## config.mk

```make
export PLATFORM = sky130hd
export DESIGN_NAME = angle_slew_limiter_unit_flat
export DESIGN_NICKNAME = d
export VERILOG_FILES = /design/src/rtl/asl_pkg.sv /design/src/rtl/asl_intf.sv /design/src/rtl/asl_cordic.sv /design/src/rtl/asl_slew_mul.sv /design/src/rtl/angle_slew_limiter_unit.sv /design/src/flat_wrapper.sv
export SDC_FILE = /design/constraint.sdc
export NUM_CORES = 1
export LEC_CHECK = 0
export BUFFER_PORTS_ARGS = -buffer_cell sky130_fd_sc_hd__buf_2
export CAP_MARGIN = 20
export CORE_MARGIN = 8
export CORE_UTILIZATION = 54
export CTS_CLUSTER_SIZE = 16
export DETAILED_ROUTE_END_ITERATION = 8
export PLACE_DENSITY = 0.77
export SYNTH_ARGS = -nofsm -noshare
export SYNTH_HDL_FRONTEND = slang
export SYNTH_SLANG_ARGS = --single-unit
```

## constraint.sdc

```tcl
create_clock -name clk -period 8.1 [get_ports clk]
set_input_delay 1.215 -clock clk [delete_from_list [all_inputs] [get_ports clk]]
set_output_delay 1.215 -clock clk [all_outputs]
set_load 0.02 [all_outputs]
```

## src/rtl/asl_pkg.sv

```systemverilog
`timescale 1ns / 1ps
// ----------------------------------------------------------------------------
// asl_pkg
// Shared widths, types and the CORDIC arctangent table for the angle slew
// limiter.
// ----------------------------------------------------------------------------
package asl_pkg;

    // Field widths
    localparam int VEC_WIDTH    = 16;
    localparam int ANGLE_WIDTH  = 16;
    localparam int CORDIC_ITERS = 16;
    localparam int STAMP_W      = 32;
    localparam int RATE_W       = 32;
    localparam int OUT_ANGLE_W  = 16;

    // CORDIC datapath: input plus headroom for negation and gain
    localparam int CW      = VEC_WIDTH + 3;
    localparam int ZW      = 32;
    localparam int ITER_W  = $clog2(CORDIC_ITERS);
    localparam logic [ZW-1:0] Z_HALF  = {1'b1, {(ZW-1){1'b0}}};
    localparam logic [ZW-1:0] Z_ROUND = ZW'(1) << (ZW - 1 - ANGLE_WIDTH);

    // Serial limit multiplier
    localparam int LIM_SHIFT = 16;
    localparam int CNT_W     = $clog2(STAMP_W);
    localparam int ACC_W     = (ANGLE_WIDTH + LIM_SHIFT + 1 > RATE_W) ?
                               ANGLE_WIDTH + LIM_SHIFT + 2 : RATE_W + 2;
    localparam logic [ANGLE_WIDTH-1:0] HALF_TURN = {1'b1, {(ANGLE_WIDTH-1){1'b0}}};
    localparam logic [ACC_W-1:0] SAT_LIM =
        (ACC_W'(HALF_TURN) + ACC_W'(1)) << LIM_SHIFT;

    typedef enum logic [2:0] {
        ST_IDLE,
        ST_TGT_GO,
        ST_TGT_RUN,
        ST_SRC_RUN,
        ST_APPLY
    } asl_state_t;

    typedef struct packed {
        logic                        start;
        logic signed [VEC_WIDTH-1:0] x;
        logic signed [VEC_WIDTH-1:0] y;
    } cordic_cmd_t;

    typedef struct packed {
        logic                   done;
        logic [ANGLE_WIDTH-1:0] angle;
    } cordic_stat_t;

    typedef struct packed {
        logic              start;
        logic [RATE_W-1:0] rate;
        logic [STAMP_W-1:0] dt;
    } mul_cmd_t;

    typedef struct packed {
        logic                   busy;
        logic [ANGLE_WIDTH-1:0] lim;
    } mul_stat_t;

    // atan(2^-i) in units of 2^-32 turn
    function automatic logic [ZW-1:0] atan_entry(input logic [4:0] idx);
        logic [ZW-1:0] v;
        case (idx)
            5'd0:    v = 32'd536870912;
            5'd1:    v = 32'd316933406;
            5'd2:    v = 32'd167458907;
            5'd3:    v = 32'd85004756;
            5'd4:    v = 32'd42667331;
            5'd5:    v = 32'd21354465;
            5'd6:    v = 32'd10679838;
            5'd7:    v = 32'd5340245;
            5'd8:    v = 32'd2670163;
            5'd9:    v = 32'd1335087;
            5'd10:   v = 32'd667544;
            5'd11:   v = 32'd333772;
            5'd12:   v = 32'd166886;
            5'd13:   v = 32'd83443;
            5'd14:   v = 32'd41722;
            5'd15:   v = 32'd20861;
            5'd16:   v = 32'd10430;
            5'd17:   v = 32'd5215;
            5'd18:   v = 32'd2608;
            5'd19:   v = 32'd1304;
            5'd20:   v = 32'd652;
            5'd21:   v = 32'd326;
            5'd22:   v = 32'd163;
            5'd23:   v = 32'd81;
            default: v = '0;
        endcase
        return v;
    endfunction

endpackage

```

## src/rtl/asl_intf.sv

```systemverilog
`timescale 1ns / 1ps
// ----------------------------------------------------------------------------
// asl_intf
// Valid/ready channels of the angle slew limiter: frame in, result out and
// the rate register write.
// ----------------------------------------------------------------------------
interface asl_frame_if;
    logic                                valid;
    logic                                ready;
    logic signed [asl_pkg::VEC_WIDTH-1:0] tgt_x;
    logic signed [asl_pkg::VEC_WIDTH-1:0] tgt_y;
    logic signed [asl_pkg::VEC_WIDTH-1:0] src_x;
    logic signed [asl_pkg::VEC_WIDTH-1:0] src_y;
    logic [asl_pkg::STAMP_W-1:0]          stamp_us;

    modport source (output valid, tgt_x, tgt_y, src_x, src_y, stamp_us,
                    input ready);
    modport sink   (input valid, tgt_x, tgt_y, src_x, src_y, stamp_us,
                    output ready);
endinterface

interface asl_result_if;
    logic                                   valid;
    logic                                   ready;
    logic signed [asl_pkg::OUT_ANGLE_W-1:0] angle;
    logic                                   was_limited;
    logic                                   was_held;

    modport source (output valid, angle, was_limited, was_held, input ready);
    modport sink   (input valid, angle, was_limited, was_held, output ready);
endinterface

interface asl_cfg_if;
    logic                       valid;
    logic                       ready;
    logic [asl_pkg::RATE_W-1:0] max_rate;

    modport source (output valid, max_rate, input ready);
    modport sink   (input valid, max_rate, output ready);
endinterface

```

## src/rtl/asl_cordic.sv

```systemverilog
`timescale 1ns / 1ps
// ----------------------------------------------------------------------------
// asl_cordic
// Iterative vectoring CORDIC, one micro-rotation per cycle; returns atan2 as
// a rounded binary angle.
// ----------------------------------------------------------------------------
module asl_cordic
(
    input  logic                  clk,
    input  logic                  rst_n,
    input  asl_pkg::cordic_cmd_t  cmd,
    output asl_pkg::cordic_stat_t stat
);

    logic signed [asl_pkg::CW-1:0] x_reg, x_next;
    logic signed [asl_pkg::CW-1:0] y_reg, y_next;
    logic [asl_pkg::ZW-1:0]        z_reg, z_next;
    logic [asl_pkg::ITER_W-1:0]    iter_reg, iter_next;
    logic                          busy_reg, busy_next;
    logic                          done_reg, done_next;

    logic signed [asl_pkg::CW-1:0] xe, ye, xs, ys;
    logic                          y_pos;
    logic [asl_pkg::ZW-1:0]        tab, z_rnd;

    always_comb
    begin
        xe    = asl_pkg::CW'(cmd.x);
        ye    = asl_pkg::CW'(cmd.y);
        xs    = x_reg >>> iter_reg;
        ys    = y_reg >>> iter_reg;
        y_pos = !y_reg[asl_pkg::CW-1] && (y_reg != '0);
        tab   = asl_pkg::atan_entry(5'(iter_reg));

        x_next    = x_reg;
        y_next    = y_reg;
        z_next    = z_reg;
        iter_next = iter_reg;
        busy_next = busy_reg;
        done_next = 1'b0;

        if (cmd.start)
        begin
            // left half plane: turn by a half turn first
            if (xe[asl_pkg::CW-1])
            begin
                x_next = -xe;
                y_next = -ye;
                z_next = asl_pkg::Z_HALF;
            end
            else
            begin
                x_next = xe;
                y_next = ye;
                z_next = '0;
            end
            iter_next = '0;
            busy_next = 1'b1;
        end
        else if (busy_reg)
        begin
            if (y_pos)
            begin
                x_next = x_reg + ys;
                y_next = y_reg - xs;
                z_next = z_reg + tab;
            end
            else
            begin
                x_next = x_reg - ys;
                y_next = y_reg + xs;
                z_next = z_reg - tab;
            end
            iter_next = iter_reg + 1'b1;
            if (iter_reg == asl_pkg::ITER_W'(asl_pkg::CORDIC_ITERS - 1))
            begin
                busy_next = 1'b0;
                done_next = 1'b1;
            end
        end
    end

    always_ff @(posedge clk or negedge rst_n)
    begin
        if (!rst_n)
        begin
            busy_reg <= 1'b0;
            done_reg <= 1'b0;
            iter_reg <= '0;
        end
        else
        begin
            busy_reg <= busy_next;
            done_reg <= done_next;
            iter_reg <= iter_next;
        end
    end

    always_ff @(posedge clk)
    begin
        x_reg <= x_next;
        y_reg <= y_next;
        z_reg <= z_next;
    end

    // round half up to the angle width
    assign z_rnd      = z_reg + asl_pkg::Z_ROUND;
    assign stat.angle = z_rnd[asl_pkg::ZW-1 -: asl_pkg::ANGLE_WIDTH];
    assign stat.done  = done_reg;

endmodule

```

## src/rtl/asl_slew_mul.sv

```systemverilog
`timescale 1ns / 1ps
// ----------------------------------------------------------------------------
// asl_slew_mul
// Bit-serial rate * dt multiplier, one dt bit per cycle MSB first, giving
// the step limit (product >> 16) saturated at a half turn.
// ----------------------------------------------------------------------------
module asl_slew_mul
(
    input  logic               clk,
    input  logic               rst_n,
    input  asl_pkg::mul_cmd_t  cmd,
    output asl_pkg::mul_stat_t stat
);

    logic [asl_pkg::RATE_W-1:0]  rate_reg, rate_next;
    logic [asl_pkg::STAMP_W-1:0] dt_reg, dt_next;
    logic [asl_pkg::ACC_W-1:0]   acc_reg, acc_next;
    logic [asl_pkg::CNT_W-1:0]   cnt_reg, cnt_next;
    logic                        sat_reg, sat_next;
    logic                        busy_reg, busy_next;

    logic [asl_pkg::ACC_W-1:0]   acc_sum;

    always_comb
    begin
        acc_sum = {acc_reg[asl_pkg::ACC_W-2:0], 1'b0} +
                  (dt_reg[asl_pkg::STAMP_W-1] ? asl_pkg::ACC_W'(rate_reg) : '0);

        rate_next = rate_reg;
        dt_next   = dt_reg;
        acc_next  = acc_reg;
        cnt_next  = cnt_reg;
        sat_next  = sat_reg;
        busy_next = busy_reg;

        if (cmd.start)
        begin
            rate_next = cmd.rate;
            dt_next   = cmd.dt;
            acc_next  = '0;
            cnt_next  = '0;
            sat_next  = 1'b0;
            busy_next = 1'b1;
        end
        else if (busy_reg)
        begin
            dt_next  = {dt_reg[asl_pkg::STAMP_W-2:0], 1'b0};
            cnt_next = cnt_reg + 1'b1;
            // once past the limit the product only grows: freeze
            if (!sat_reg)
            begin
                if (acc_sum >= asl_pkg::SAT_LIM)
                    sat_next = 1'b1;
                else
                    acc_next = acc_sum;
            end
            if (cnt_reg == asl_pkg::CNT_W'(asl_pkg::STAMP_W - 1))
                busy_next = 1'b0;
        end
    end

    always_ff @(posedge clk or negedge rst_n)
    begin
        if (!rst_n)
        begin
            busy_reg <= 1'b0;
            sat_reg  <= 1'b0;
            cnt_reg  <= '0;
        end
        else
        begin
            busy_reg <= busy_next;
            sat_reg  <= sat_next;
            cnt_reg  <= cnt_next;
        end
    end

    always_ff @(posedge clk)
    begin
        rate_reg <= rate_next;
        dt_reg   <= dt_next;
        acc_reg  <= acc_next;
    end

    assign stat.busy = busy_reg;
    assign stat.lim  = sat_reg ? asl_pkg::HALF_TURN :
                       acc_reg[asl_pkg::LIM_SHIFT +: asl_pkg::ANGLE_WIDTH];

endmodule

```

## src/rtl/angle_slew_limiter_unit.sv

```systemverilog
`timescale 1ns / 1ps
// ----------------------------------------------------------------------------
// angle_slew_limiter_unit
// Desired angle = atan2(target) - atan2(source), then slew limited against
// the stored angle by max_rate * elapsed time when max_rate is nonzero.
// ----------------------------------------------------------------------------
// A frame runs the shared CORDIC twice, target then source, then applies the
//   clamp once the limit multiplier is idle and the output register is free.
// No new frame is taken until the last one is applied; the serial limit
//   multiplier runs alongside the CORDIC.
// A finished result sits in the output register while the next frame is taken.
// Reset: stored angle, last stamp and max_rate clear to zero; no result pending.
// ----------------------------------------------------------------------------
module angle_slew_limiter_unit
(
    input  logic         clk,
    input  logic         rst_n,
    asl_cfg_if.sink      cfg,
    asl_frame_if.sink    frame,
    asl_result_if.source result
);

    // FSM
    asl_pkg::asl_state_t state_reg, state_next;

    // captured frame
    logic signed [asl_pkg::VEC_WIDTH-1:0] tx_reg, tx_next;
    logic signed [asl_pkg::VEC_WIDTH-1:0] ty_reg, ty_next;
    logic signed [asl_pkg::VEC_WIDTH-1:0] sx_reg, sx_next;
    logic signed [asl_pkg::VEC_WIDTH-1:0] sy_reg, sy_next;
    logic [asl_pkg::STAMP_W-1:0]          stamp_reg, stamp_next;
    logic                                 held_reg, held_next;

    // angles
    logic [asl_pkg::ANGLE_WIDTH-1:0] ang_t_reg, ang_t_next;
    logic [asl_pkg::ANGLE_WIDTH-1:0] desired_reg, desired_next;

    // architectural state
    logic [asl_pkg::ANGLE_WIDTH-1:0] cur_angle_reg, cur_angle_next;
    logic [asl_pkg::STAMP_W-1:0]     last_stamp_reg, last_stamp_next;
    logic [asl_pkg::RATE_W-1:0]      max_rate_reg;

    // output register
    logic                                  out_valid_reg, out_valid_next;
    logic signed [asl_pkg::OUT_ANGLE_W-1:0] out_angle_reg, out_angle_next;
    logic                                  out_lim_reg, out_lim_next;
    logic                                  out_held_reg, out_held_next;

    asl_pkg::cordic_cmd_t  cor_cmd;
    asl_pkg::cordic_stat_t cor_stat;
    asl_pkg::mul_cmd_t     mul_cmd;
    asl_pkg::mul_stat_t    mul_stat;

    // clamp path
    logic                                  frame_acc;
    logic [asl_pkg::ANGLE_WIDTH-1:0]       delta, step, new_angle;
    logic signed [asl_pkg::ANGLE_WIDTH:0]  delta_x, lim_x, lim_sum;
    logic                                  over_pos, over_neg, limiting;
    logic                                  apply_go;

    asl_cordic u_cordic
    (
        .clk   (clk),
        .rst_n (rst_n),
        .cmd   (cor_cmd),
        .stat  (cor_stat)
    );

    asl_slew_mul u_mul
    (
        .clk   (clk),
        .rst_n (rst_n),
        .cmd   (mul_cmd),
        .stat  (mul_stat)
    );

    // user must keep the register written only while idle; not enforced here, so it is always ready
    assign cfg.ready = 1'b1;

    always_ff @(posedge clk or negedge rst_n)
    begin
        if (!rst_n)
            max_rate_reg <= '0;
        else if (cfg.valid)
            max_rate_reg <= cfg.max_rate;
    end

    assign frame.ready = (state_reg == asl_pkg::ST_IDLE);
    assign frame_acc   = frame.valid && frame.ready;

    // limit multiply starts at accept; dt wraps mod 2^32
    assign mul_cmd.start = frame_acc;
    assign mul_cmd.rate  = max_rate_reg;
    assign mul_cmd.dt    = frame.stamp_us - last_stamp_reg;

    // step wrapped to a half turn, clamped to [-lim, lim]
    always_comb
    begin
        delta     = desired_reg - cur_angle_reg;
        delta_x   = {delta[asl_pkg::ANGLE_WIDTH-1], delta};
        lim_x     = {1'b0, mul_stat.lim};
        lim_sum   = delta_x + lim_x;
        over_pos  = delta_x > lim_x;
        over_neg  = lim_sum[asl_pkg::ANGLE_WIDTH];
        limiting  = (max_rate_reg != '0);
        if (over_pos)
            step = mul_stat.lim;
        else if (over_neg)
            step = '0 - mul_stat.lim;
        else
            step = delta;
        new_angle = limiting ? (cur_angle_reg + step) : desired_reg;
    end

    assign apply_go = !mul_stat.busy && (!out_valid_reg || result.ready);

    always_comb
    begin
        state_next      = state_reg;
        tx_next         = tx_reg;
        ty_next         = ty_reg;
        sx_next         = sx_reg;
        sy_next         = sy_reg;
        stamp_next      = stamp_reg;
        held_next       = held_reg;
        ang_t_next      = ang_t_reg;
        desired_next    = desired_reg;
        cur_angle_next  = cur_angle_reg;
        last_stamp_next = last_stamp_reg;
        out_valid_next  = out_valid_reg && !result.ready;
        out_angle_next  = out_angle_reg;
        out_lim_next    = out_lim_reg;
        out_held_next   = out_held_reg;

        cor_cmd.start = 1'b0;
        cor_cmd.x     = tx_reg;
        cor_cmd.y     = ty_reg;

        case (state_reg)
            asl_pkg::ST_IDLE:
            begin
                if (frame_acc)
                begin
                    tx_next    = frame.tgt_x;
                    ty_next    = frame.tgt_y;
                    sx_next    = frame.src_x;
                    sy_next    = frame.src_y;
                    stamp_next = frame.stamp_us;
                    held_next  = ((frame.tgt_x == '0) && (frame.tgt_y == '0)) ||
                                 ((frame.src_x == '0) && (frame.src_y == '0));
                    state_next = asl_pkg::ST_TGT_GO;
                end
            end

            asl_pkg::ST_TGT_GO:
            begin
                cor_cmd.start = 1'b1;
                state_next    = asl_pkg::ST_TGT_RUN;
            end

            asl_pkg::ST_TGT_RUN:
            begin
                // target done: start source in the same cycle
                if (cor_stat.done)
                begin
                    ang_t_next    = cor_stat.angle;
                    cor_cmd.start = 1'b1;
                    cor_cmd.x     = sx_reg;
                    cor_cmd.y     = sy_reg;
                    state_next    = asl_pkg::ST_SRC_RUN;
                end
            end

            asl_pkg::ST_SRC_RUN:
            begin
                if (cor_stat.done)
                begin
                    desired_next = held_reg ? cur_angle_reg : (ang_t_reg - cor_stat.angle);
                    state_next   = asl_pkg::ST_APPLY;
                end
            end

            asl_pkg::ST_APPLY:
            begin
                if (apply_go)
                begin
                    cur_angle_next  = new_angle;
                    last_stamp_next = stamp_reg;
                    out_valid_next  = 1'b1;
                    out_angle_next  = asl_pkg::OUT_ANGLE_W'(signed'(new_angle));
                    out_lim_next    = limiting && (over_pos || over_neg);
                    out_held_next   = held_reg;
                    state_next      = asl_pkg::ST_IDLE;
                end
            end

            default:
            begin
                state_next = asl_pkg::ST_IDLE;
            end
        endcase
    end

    always_ff @(posedge clk or negedge rst_n)
    begin
        if (!rst_n)
        begin
            state_reg      <= asl_pkg::ST_IDLE;
            cur_angle_reg  <= '0;
            last_stamp_reg <= '0;
            out_valid_reg  <= 1'b0;
        end
        else
        begin
            state_reg      <= state_next;
            cur_angle_reg  <= cur_angle_next;
            last_stamp_reg <= last_stamp_next;
            out_valid_reg  <= out_valid_next;
        end
    end

    always_ff @(posedge clk)
    begin
        tx_reg        <= tx_next;
        ty_reg        <= ty_next;
        sx_reg        <= sx_next;
        sy_reg        <= sy_next;
        stamp_reg     <= stamp_next;
        held_reg      <= held_next;
        ang_t_reg     <= ang_t_next;
        desired_reg   <= desired_next;
        out_angle_reg <= out_angle_next;
        out_lim_reg   <= out_lim_next;
        out_held_reg  <= out_held_next;
    end

    assign result.valid       = out_valid_reg;
    assign result.angle       = out_angle_reg;
    assign result.was_limited = out_lim_reg;
    assign result.was_held    = out_held_reg;

endmodule

```

## src/flat_wrapper.sv

```systemverilog
// flat-port wrapper written by rule: the top's interface ports become plain ports
module angle_slew_limiter_unit_flat 
  (clk, rst_n, cfg_valid, cfg_max_rate, cfg_ready, frame_valid, frame_tgt_x, frame_tgt_y, frame_src_x, frame_src_y, frame_stamp_us, frame_ready, result_valid, result_angle, result_was_limited, result_was_held, result_ready);
  asl_cfg_if cfg_i ();
  asl_frame_if frame_i ();
  asl_result_if result_i ();
  input  logic clk;
  input  logic rst_n;
  input wire logic [$bits(cfg_i.valid)-1:0] cfg_valid;
  input wire logic [$bits(cfg_i.max_rate)-1:0] cfg_max_rate;
  output wire logic [$bits(cfg_i.ready)-1:0] cfg_ready;
  input wire logic [$bits(frame_i.valid)-1:0] frame_valid;
  input wire logic [$bits(frame_i.tgt_x)-1:0] frame_tgt_x;
  input wire logic [$bits(frame_i.tgt_y)-1:0] frame_tgt_y;
  input wire logic [$bits(frame_i.src_x)-1:0] frame_src_x;
  input wire logic [$bits(frame_i.src_y)-1:0] frame_src_y;
  input wire logic [$bits(frame_i.stamp_us)-1:0] frame_stamp_us;
  output wire logic [$bits(frame_i.ready)-1:0] frame_ready;
  output wire logic [$bits(result_i.valid)-1:0] result_valid;
  output wire logic [$bits(result_i.angle)-1:0] result_angle;
  output wire logic [$bits(result_i.was_limited)-1:0] result_was_limited;
  output wire logic [$bits(result_i.was_held)-1:0] result_was_held;
  input wire logic [$bits(result_i.ready)-1:0] result_ready;
  assign cfg_i.valid = cfg_valid;
  assign cfg_i.max_rate = cfg_max_rate;
  assign cfg_ready = cfg_i.ready;
  assign frame_i.valid = frame_valid;
  assign frame_i.tgt_x = frame_tgt_x;
  assign frame_i.tgt_y = frame_tgt_y;
  assign frame_i.src_x = frame_src_x;
  assign frame_i.src_y = frame_src_y;
  assign frame_i.stamp_us = frame_stamp_us;
  assign frame_ready = frame_i.ready;
  assign result_valid = result_i.valid;
  assign result_angle = result_i.angle;
  assign result_was_limited = result_i.was_limited;
  assign result_was_held = result_i.was_held;
  assign result_i.ready = result_ready;
  angle_slew_limiter_unit u_core (.clk(clk), .rst_n(rst_n), .cfg(cfg_i), .frame(frame_i), .result(result_i));
endmodule
```

=== Word level (Yosys, flattened, before mapping) ===
Memories as Yosys holds them, arrays and structs flattened.
Cells that the tools add are included.

* Add/sub/neg operators: 18
* $lt $le $gt $ge: 2
* Eq/ne operators: 10
* Shift operators: 2
* Muxes and demuxes: 47
* Bitwise operators: 2
* Reduce and logical (&&, ||, !) cells: 29

{| class="wikitable"
|+ Operator list
! cell !! count
|-
| 32-bit 2-to-1 mux || 8
|-
| 19-bit 2-to-1 mux || 8
|-
| 16-bit 2-to-1 mux || 5
|-
| 16-bit logical NOT || 4
|-
| 32-bit subtractor || 2
|-
| 19-bit adder || 2
|-
| 16-bit negator with 19-bit output || 2
|-
| 19-bit by 4-bit >>> shifter with 19-bit output || 2
|-
| 19-bit subtractor || 2
|-
| 34-bit by 32-bit adder with 34-bit output || 1
|-
| 34-bit by 32-bit greater-or-equal comparator with 1-bit output (second input constant) || 1
|-
| 33-bit 2-to-1 mux || 1
|-
| 32-bit by 16-bit adder with 32-bit output (second input constant) || 1
|-
| 32-bit adder || 1
|-
| 32-bit nonzero test || 1
|-
| 16-bit subtractor || 2
|-
| 19-bit nonzero test || 1
|-
| 16-bit by 17-bit adder with 17-bit output || 1
|-
| 16-bit by 17-bit > comparator with 1-bit output || 1
|-
| 16-bit adder || 1
|-
| 1-bit by 16-bit subtractor with 16-bit output (first input constant) || 1
|-
| 1-bit 2-to-1 mux || 15
|-
| 3-bit one-hot mux with 5 select lines || 1
|-
| 3-bit 2-to-1 mux || 4
|-
| other kinds (21) || 42
|}

* Register bits after elaboration: 411
* Memory bits (read-only): 480
* Input port bits: 133
* Output and inout bits: 21
* Word-level logic and storage cells: 139
* Memories kept: 1

{| class="wikitable"
|+ Memory list
! memory !! depth !! width !! read ports !! clocked after Yosys merged registers in !! wr ports !! line !! text
|-
| (no name shown) || 16 || 30 || 1 || 0 || 0 || asl_pkg.sv:66 || <nowiki>case (idx)</nowiki>
|}

=== Longest topological paths before layout ===
Gate-level depths: netlist (run 1).

* Depth after elaboration: 7
* Gate-level depth with buffers: 36
* Depth with buffers taken out: 35

=== By module ===
Synthesis (run 1) repeated with hierarchy kept, for this count alone.

* Cells, all modules: 3100
* Area, all modules: 30371.6 um2

{| class="wikitable"
|+ Modules (own cells, without submodules)
! module !! times used !! cells an instance !! area an instance (um2) !! sequential area each (um2)
|-
| angle_slew_limiter_unit || 1 || 1251 || 13487.9 || 6516.2
|-
| asl_cordic || 1 || 1250 || 10735.3 || 2252.2
|-
| asl_slew_mul || 1 || 599 || 6148.4 || 2757.6
|}

=== Worst setup path after synthesis (run 1) ===
OpenSTA, ideal clock, no wires.

* Path kind: register -> register
* From: register u_core.desired_reg[0] (netlist name)
* To: register u_core.cur_angle_reg[15] (netlist name)
* Setup time: 0.125 ns
* Data arrival time: 7.227 ns
* Required time: 7.975 ns
* Setup slack: 0.748 ns
* Cell stages (with the launch flop): 34
* Buffers on the path: 2
* Period minus slack after synthesis: 7.352 ns
* Cell sequence: edfxtp_1 > inv_1 > ha_1 > inv_1 > fa_1 > a21o_1 > a21oi_1 > o21bai_1 > a21oi_1 > o21bai_1 > a41o_1 > o41ai_1 > o21bai_1 > a21oi_1 > xnor2_1 > ha_1 > or3_1 > o21bai_1 > a211oi_1 > clkbuf_1 > clkbuf_1 > o21ai_0 > ha_1 > a2111oi_0 > o211ai_1 > nand2_1 > o21ai_0 > o41ai_1 > mux2i_1 > o2111ai_1 > inv_1 > o32a_1 > o311a_1 > mux2_2

* Longest elaborated chain between the ends: 6
* Elaborated cells on any way between the ends: 7
* Classes of those cells: 3 x add/sub; 1 x order compare; 3 x mux

{| class="wikitable"
|+ RTL lines
! item !! line !! text
|-
| start, declared || angle_slew_limiter_unit.sv:36 || <nowiki>logic [asl_pkg::ANGLE_WIDTH-1:0] desired_reg, desired_next;</nowiki>
|-
| start signal, assigned || angle_slew_limiter_unit.sv:231 || <nowiki>desired_reg <= desired_next;</nowiki>
|-
| 16-bit subtractor * || angle_slew_limiter_unit.sv:99 || <nowiki>delta = desired_reg - cur_angle_reg;</nowiki>
|-
| 16-bit by 17-bit adder with 17-bit output || angle_slew_limiter_unit.sv:102 || <nowiki>lim_sum = delta_x + lim_x;</nowiki>
|-
| 16-bit 2-to-1 mux || angle_slew_limiter_unit.sv:108 || <nowiki>else if (over_neg)</nowiki>
|-
| 16-bit 2-to-1 mux * || angle_slew_limiter_unit.sv:106 || <nowiki>if (over_pos)</nowiki>
|-
| 16-bit adder * || angle_slew_limiter_unit.sv:112 || <nowiki>new_angle = limiting ? (cur_angle_reg + step) : desired_reg;</nowiki>
|-
| 16-bit 2-to-1 mux * || angle_slew_limiter_unit.sv:112 ||
|-
| net u_core.new_angle, one bit || angle_slew_limiter_unit.sv:56 || <nowiki>logic [asl_pkg::ANGLE_WIDTH-1:0] delta, step, new_angle;</nowiki>
|-
| end signal, assigned || angle_slew_limiter_unit.sv:216 || <nowiki>cur_angle_reg <= cur_angle_next;</nowiki>
|-
| end, declared || angle_slew_limiter_unit.sv:39 || <nowiki>logic [asl_pkg::ANGLE_WIDTH-1:0] cur_angle_reg, cur_angle_next;</nowiki>
|}

The timed path passes the listed nets; every way through them passes the cells marked *.
A chain may end at the register's enable or synchronous reset.

=== Worst setup path in the final report (run 1) ===
* From: register u_core.desired_reg[0] (netlist name)
* To: register u_core.cur_angle_reg[12] (netlist name)

The elaborated chain is that of the path after synthesis.

==> impl_metrics.yaml, run 1 <==
pwr:
  powerDensity_nw_per_um2: 511
  p_leak_nw: 13.8
  ir_drop_mv: 0.286
clock_network:
  cts_buffer_depth: 3
  cts_tree: "built"
  clkLatencyLatePin_ns: 0.60
  cts_root_buf: "clkbuf_16"
  ctsHoldBuffers: 0
  cts_max_level: 2
  cts.sinks: 411
  tritoncts.num_buffers: 46
  clkTransAtPathRegs_ns: 0.06
critical_path:
  crit_fanout: 3
  arrival_ns: 8.04
  cp-start-kind: "flop"
  cp-end-kind: "flop"
  r2r_slack_ns: 0.54
  crit_path_top_delay_cell: "o32ai_1"
  max_stage_delay_ns: 0.41
  critPathRequiredTime_ns: 8.58
  path_class: "reg2reg"
route:
  via_per_inst: 6.05
  wl_met1_um: 32700
  postRouteAntennaNets: 0
  drc_errors: 0
  wl_met3_um: 3760
  vias: 23700
  routedWlPerCell_um: 19.3
  route.met2.wl_um: 37000
  top_layer_used: "met4"
  first_pass_iters: 6
  drt-initial-drc-count: 1787
  totalWireLength_um: 75800
place:
  gp_congestion: 0.934
  io_buffers: 152
  dp_worst_setup_slack_ns: 0.246
  hpwl_um: 56500
floorplan:
  die_h_um: 250
  dieArea_um2: 62300
  pin_count: 154
  die_w_um: 250
  initial_core_util_pct: 54.6
  core-area_um2: 53900
  core.rowCount: 85
synth:
  synth.net_count: 3445
  synth_top_area_share_pct: 28.6
  synthCells: 3077
  synth_top_family_by_area: "compound AO/OA/AOI/OAI gates"
  yosys.area.top_type: "edfxtp_1"
  synth-main-ff-cell: "edfxtp_1"
  yosys-top-cells-count: "309 x nand2_1, 281 x edfxtp_1, 237 x nor2_1"
  yosys-mux-area-fraction_pct: 8.38
  synth-simple-area-share_pct: 15.3
  synth_cell_type_count: 85
  synth-compound-area-share_pct: 16.0
  ys_seq_area_share_pct: 39.1
  synth_area_leaders: "edfxtp_1 29%, ha_1 9.6%, dfrtp_1 8.2%"
  async_reset_ff_share_pct: 23.6
  synth_seq_cells: 411
  yosysMostFrequentCell: "nand2_1"
  yosys_warnings: 0
  synth_xor_area_share_pct: 7.25
  syn-cell-area_um2: 29500
  syn_avg_cell_area_um2: 9.57
  synth_edf_count: 281
  synth_adder_area_share_pct: 10.2
timing:
  fin_skew_ns: 0.0177
  max_freq_mhz: 132
  slew_headroom_pct: 27.2
  layout_setup_ws_ns: 0.538
  tightest_slew_ns: 1.09
  hold_slack_ns: 0.449
  post-route-min-period_ns: 7.56
  hold_viol_final: 0
  finalSetupViolCount: 0
  fin_crit_sh_pct: 93.4
  report.final.slew_viol_count: 0
hold_path:
  hold_path.class: "reg2reg"
run_status:
  status: "finished clean"
grt:
  grt_pass1_vias: 23800
  antenna_found_initial: 1
  grtUsageTotal_pct: 23.5
  grt_max_degree: 119
  grt_overflow: 0
  grt_pass1_wl_um: 122000
final_layout:
  drive_above_1_share_pct: 12.7
  nFillCells: 4467
  final_core_util_pct: 60.3
  fin_nets: 3558
  area_growth_syn_to_layout_pct: 10.4
  largest_register_ffs: 33
run:
  maxCapViolCount: 0
worst max-delay path, delay by kind of cell, from the launching register on:
kind	cells	cell delay [ns]
compound gates	20	3.91
fa+ha+maj	5	1.50
simple gates	2	0.71
mux	2	0.41
xor+xnor	2	0.40
flops	1	0.35
buf+inv	2	0.15
area by class of cell:
cell class              instances  area [µm²]  area share [%]
diodes                          1        2.50         0.00770
clock inverters                29         315           0.970
clock buffers                  57        1250            3.86
inverters                     170         643            1.98
repair buffers                180        1010            3.11
well taps                     696         871            2.68
multi-input cells            2381       16900            52.0
flip-flops and latches        411       11500            35.5
metrics by stage:
step	cells	area, µm²	setup TNS (ns)	total power, mW
after floorplan	3077	29500	0	12.1
after global placement	3837	30900	0	13.8
after detailed placement	3837	30900	0	14.2
after CTS	3923	32400	0	16.5
after global routing	3925	32500	-0.00137	18.0
final	3925	32500	0	16.6
path summary, 6_finish.rpt:
| kind | startpoint | endpoint | cells past startpoint |
|---|---|---|---|
| worst min-delay path | u_core.stamp_reg[24] | u_core.last_stamp_reg[24] | 2 |
| min in group asynchronous | rst_n | u_core.last_stamp_reg[15] | 1 |
| worst max-delay path | u_core.desired_reg[0] | u_core.cur_angle_reg[12] | 33 |
| worst max register to register | u_core.desired_reg[0] | u_core.cur_angle_reg[12] | 33 |
| worst min register to register | u_core.stamp_reg[24] | u_core.last_stamp_reg[24] | 2 |
| max in group asynchronous | rst_n | u_core.u_cordic.iter_reg[0] | 2 |
timing repair:
item / in CTS / in global routing
setup buffers: 0 / 0
resized for setup: 0 / 12
setup endpoints to repair: 0 / 8
layout by cell type, fill, tap and decap left out, drive strengths merged, types with 19 or more instances in the layout:
cell / Yosys / final
nand2: 310 / 310
edfxtp: 281 / 281
nor2: 237 / 237
ha: 227 / 227
a21oi: 220 / 220
o21ai: 211 / 211
buf: 35 / 180
inv: 170 / 174
xnor2: 152 / 152
dfrtp: 97 / 97
xor2: 92 / 92
mux2i: 92 / 92
nor3: 71 / 71
mux2: 69 / 69
a21o: 61 / 61
and2: 57 / 57
clkbuf: 80 / 57
nand3: 53 / 53
and3: 42 / 42
nand2b: 39 / 39
nor4: 35 / 35
mux4: 34 / 34
dfxtp: 33 / 33
a31oi: 30 / 30
o21bai: 27 / 27
a211oi: 26 / 26
nand4: 23 / 23
nor2b: 22 / 22
clkinv: 0 / 20
o31ai: 19 / 19
or3: 19 / 19
power breakdown:
group / internal, mW / switching (mW)
combinational: 4.59 / 6.08
clock: 1.27 / 0.914
sequential: 3.30 / 0.461
logic make-up after synthesis:
kind of cell,count (synthesis)
flops,411
other cells,1
buf+inv,285
compound gates,754
xor+xnor,244
simple gates,952
mux,195
fa+ha+maj,235
per-layer routing:
| layer | global-route usage (%) | up-vias |
|---|---|---|
| li1 | - | 11500 |
| met3 | 2.71 | 133 |
| met4 | 7.54 | 0 |
| met2 | 41.5 | 762 |
| met5 | 0 | - |
| met1 | 29.9 | 11400 |
(Power assumes the default switching activity.)
==> inputs of run 2 (changes only) <==
--- a/config.mk
+++ b/config.mk
@@ -7,11 +7,12 @@
 export LEC_CHECK = 0
 export BUFFER_PORTS_ARGS = -buffer_cell sky130_fd_sc_hd__buf_2
 export CAP_MARGIN = 20
+export CORE_ASPECT_RATIO = 1.75
 export CORE_MARGIN = 8
-export CORE_UTILIZATION = 54
+export CORE_UTILIZATION = 25
 export CTS_CLUSTER_SIZE = 16
 export DETAILED_ROUTE_END_ITERATION = 8
-export PLACE_DENSITY = 0.77
+export PLACE_DENSITY = 0.44
 export SYNTH_ARGS = -nofsm -noshare
 export SYNTH_HDL_FRONTEND = slang
 export SYNTH_SLANG_ARGS = --single-unit
==> run 2 against run 1 <==
Compared with the run above:
- routed wire length is 15% higher
- hold slack worse by 0.0062 ns
- first-iteration DRC count is 46% lower
- critical path depth stayed put
- clock skew is 0.0070 ns higher
- worst setup slack worse by 0.019 ns
- design area is 4.4% higher
- register-to-register slack worse by 0.02 ns
- sequential cell count stayed put
- global-route usage is 10 points lower
- total power is 2.6% higher
- clock power is 11% higher
- critical path type unchanged
- largest cell class unchanged
==> impl_metrics.yaml, run 2 (synthesized netlist as in run 1, its figures left out) <==
pwr:
  total_power_mw: 17.0
  ir_drop_mv: 0.250
  powerDensity_nw_per_um2: 502
  switching_power_mw: 7.68
  power_frac_comb_pct: 63.6
  power_frac_clock_pct: 14.3
  swShare_pct: 45.0
  seqPwrFrac_pct: 22.1
  p_int_mw: 9.37
  p_leak_nw: 14.0
final_layout:
  largest_register_ffs: 33
  fin_area_um2: 33900
  area_growth_syn_to_layout_pct: 15.2
  nFillCells: 12400
  fin_nets: 3585
  final_cell_mix: "308 x nand2_1, 281 x edfxtp_1, 236 x nor2_1, 227 x ha_1, 217 x a21oi_1"
  mostFrequentLayoutCell: "nand2_1"
  drive_above_1_share_pct: 13.8
  multi_input_area_um2: 16900
  area.sequential_um2: 11500
timing:
  max_freq_mhz: 132
  report.final.slew_viol_count: 0
  layout_setup_ws_ns: 0.519
  fin_crit_sh_pct: 93.6
  post-route-min-period_ns: 7.58
  tightest_slew_ns: 0.982
  hold_viol_final: 0
  hold_slack_ns: 0.443
  slew_headroom_pct: 34.5
  finalSetupViolCount: 0
  grt_setup_unrepaired: "no"
  fin_skew_ns: 0.0247
critical_path:
  reg2reg_from: "u_core.desired_reg[0]"
  cp-end-kind: "flop"
  rr_worst_depth: 33
  reg2reg_to: "u_core.cur_angle_reg[15]"
  critPathRequiredTime_ns: 8.61
  cp-start-kind: "flop"
  crit_path_top_delay_cell: "o32ai_1"
  max_stage_delay_ns: 0.53
  path_class: "reg2reg"
  path_buf_inv: 4
  r2r_slack_ns: 0.52
  crit_family: "compound AO/OA/AOI/OAI gates"
  arrival_ns: 8.09
  crit_fanout: 7
clock_network:
  cts_buffer_depth: 3
  cts_max_level: 2
  clkLatencyLatePin_ns: 0.63
  tritoncts.num_buffers: 49
  ctsHoldBuffers: 0
  clkTransAtPathRegs_ns: 0.06
  cts_root_buf: "clkbuf_16"
  cts.sinks: 411
  cts_tree: "built"
hold_path:
  hold_path.class: "reg2reg"
  min_path_cells: 2
  hold_end: "u_core.last_stamp_reg[17]"
  hp-start: "u_core.stamp_reg[17]"
floorplan:
  dieArea_um2: 130000
  core-area_um2: 117000
  core.rowCount: 166
  die_h_um: 470
  initial_core_util_pct: 25.2
  pin_count: 154
  die_w_um: 275
route:
  drt-initial-drc-count: 963
  vias: 23200
  routedWlPerCell_um: 18.2
  totalWireLength_um: 86900
  first_pass_iters: 5
  drc_errors: 0
  postRouteAntennaNets: 0
  via_per_inst: 4.85
grt:
  grt_max_degree: 90
  antenna_found_initial: 3
  grt_pass1_vias: 24200
  grt_pass1_wl_um: 136000
  grtUsageTotal_pct: 13.2
  grt_overflow: 0
place:
  gp_congestion: 0.853
  dp_worst_setup_slack_ns: 0.00346
  hpwl_um: 65900
  io_buffers: 152
  dpl-instance-area_um2: 32100
run:
  maxCapViolCount: 0
run_status:
  status: "finished clean"
[run 2: cell count changes in the layout (fill, tap and decap cells not counted), sizes merged]
cell | previous run | this run
buf | 180 | 204
bufinv | 5 | 8
clkbuf | 57 | 58
clkinv | 20 | 17
clkinvlp | 0 | 7
inv | 174 | 171
[run 2: worst max path at each step]
stage,startpoint,to,cells after the start
after floorplan,u_core.desired_reg[0],u_core.cur_angle_reg[15],33
after global placement,u_core.desired_reg[0],u_core.cur_angle_reg[15],37
after CTS,u_core.desired_reg[0],u_core.cur_angle_reg[15],33
final,u_core.desired_reg[0],u_core.cur_angle_reg[15],33
after global routing,u_core.desired_reg[0],u_core.cur_angle_reg[14],33
after detailed placement,u_core.desired_reg[0],u_core.cur_angle_reg[15],37
[run 2: repair_timing]
action | 4_1_cts | 5_1_grt
setup endpoints to repair | 1 | 10
setup buffers | 0 | 0
gates resized for setup | 2 | 11
pin swaps | 0 | 3
[run 2: area by class of cell]
cell class | instances | share of cell area [%]
Multi-Input combinational cell | 2381 | 49.9
Sequential cell | 411 | 34.0
Tap cell | 1512 | 5.57
Clock inverter | 33 | 1.35
Clock buffer | 58 | 3.86
Antenna cell | 1 | 0.00737
Inverter | 170 | 1.90
Timing Repair Buffer | 204 | 3.46
[run 2: power by group through the flow]
stage / logic, mW / clock network [mW] / registers, mW
after detailed placement: 10.8 / 0 / 3.82
after CTS: 10.9 / 2.55 / 3.78
after global placement: 10.8 / 0 / 3.82
final: 10.8 / 2.44 / 3.76
after global routing: 12.2 / 2.60 / 3.83
after floorplan: 8.46 / 0 / 3.59
[run 2: metrics by stage]
step                      instances  utilization [%]  TNS [ns]
after global placement         4677             27.4  -0.00989
after detailed placement       4677             27.4         0
after global routing           4770             29.0         0
final                          4770             29.0         0
after CTS                      4768             28.9         0
after floorplan                3077                -         0
[run 2: per-layer routing]
metal / vias to the layer above / routed length [µm] / global-route usage (%)
met1: 11100 / 33400 / 13.9
met3: 144 / 2570 / 1.59
li1: 11500 / - / -
met5: - / 10 / 0
met4: 2 / 3330 / 5.07
met2: 384 / 47600 / 25.8
[run 2: worst register-to-register path: cells and delay by family (launching register included)]
family	cells	cell delay [ns]
AO/OA/AOI/OAI	20	4.46
adder cells (fa/ha/maj)	4	1.20
AND/OR/NAND/NOR	2	0.56
buffers and inverters	4	0.43
flip-flops	1	0.36
multiplexers	2	0.33
XOR/XNOR	1	0.16
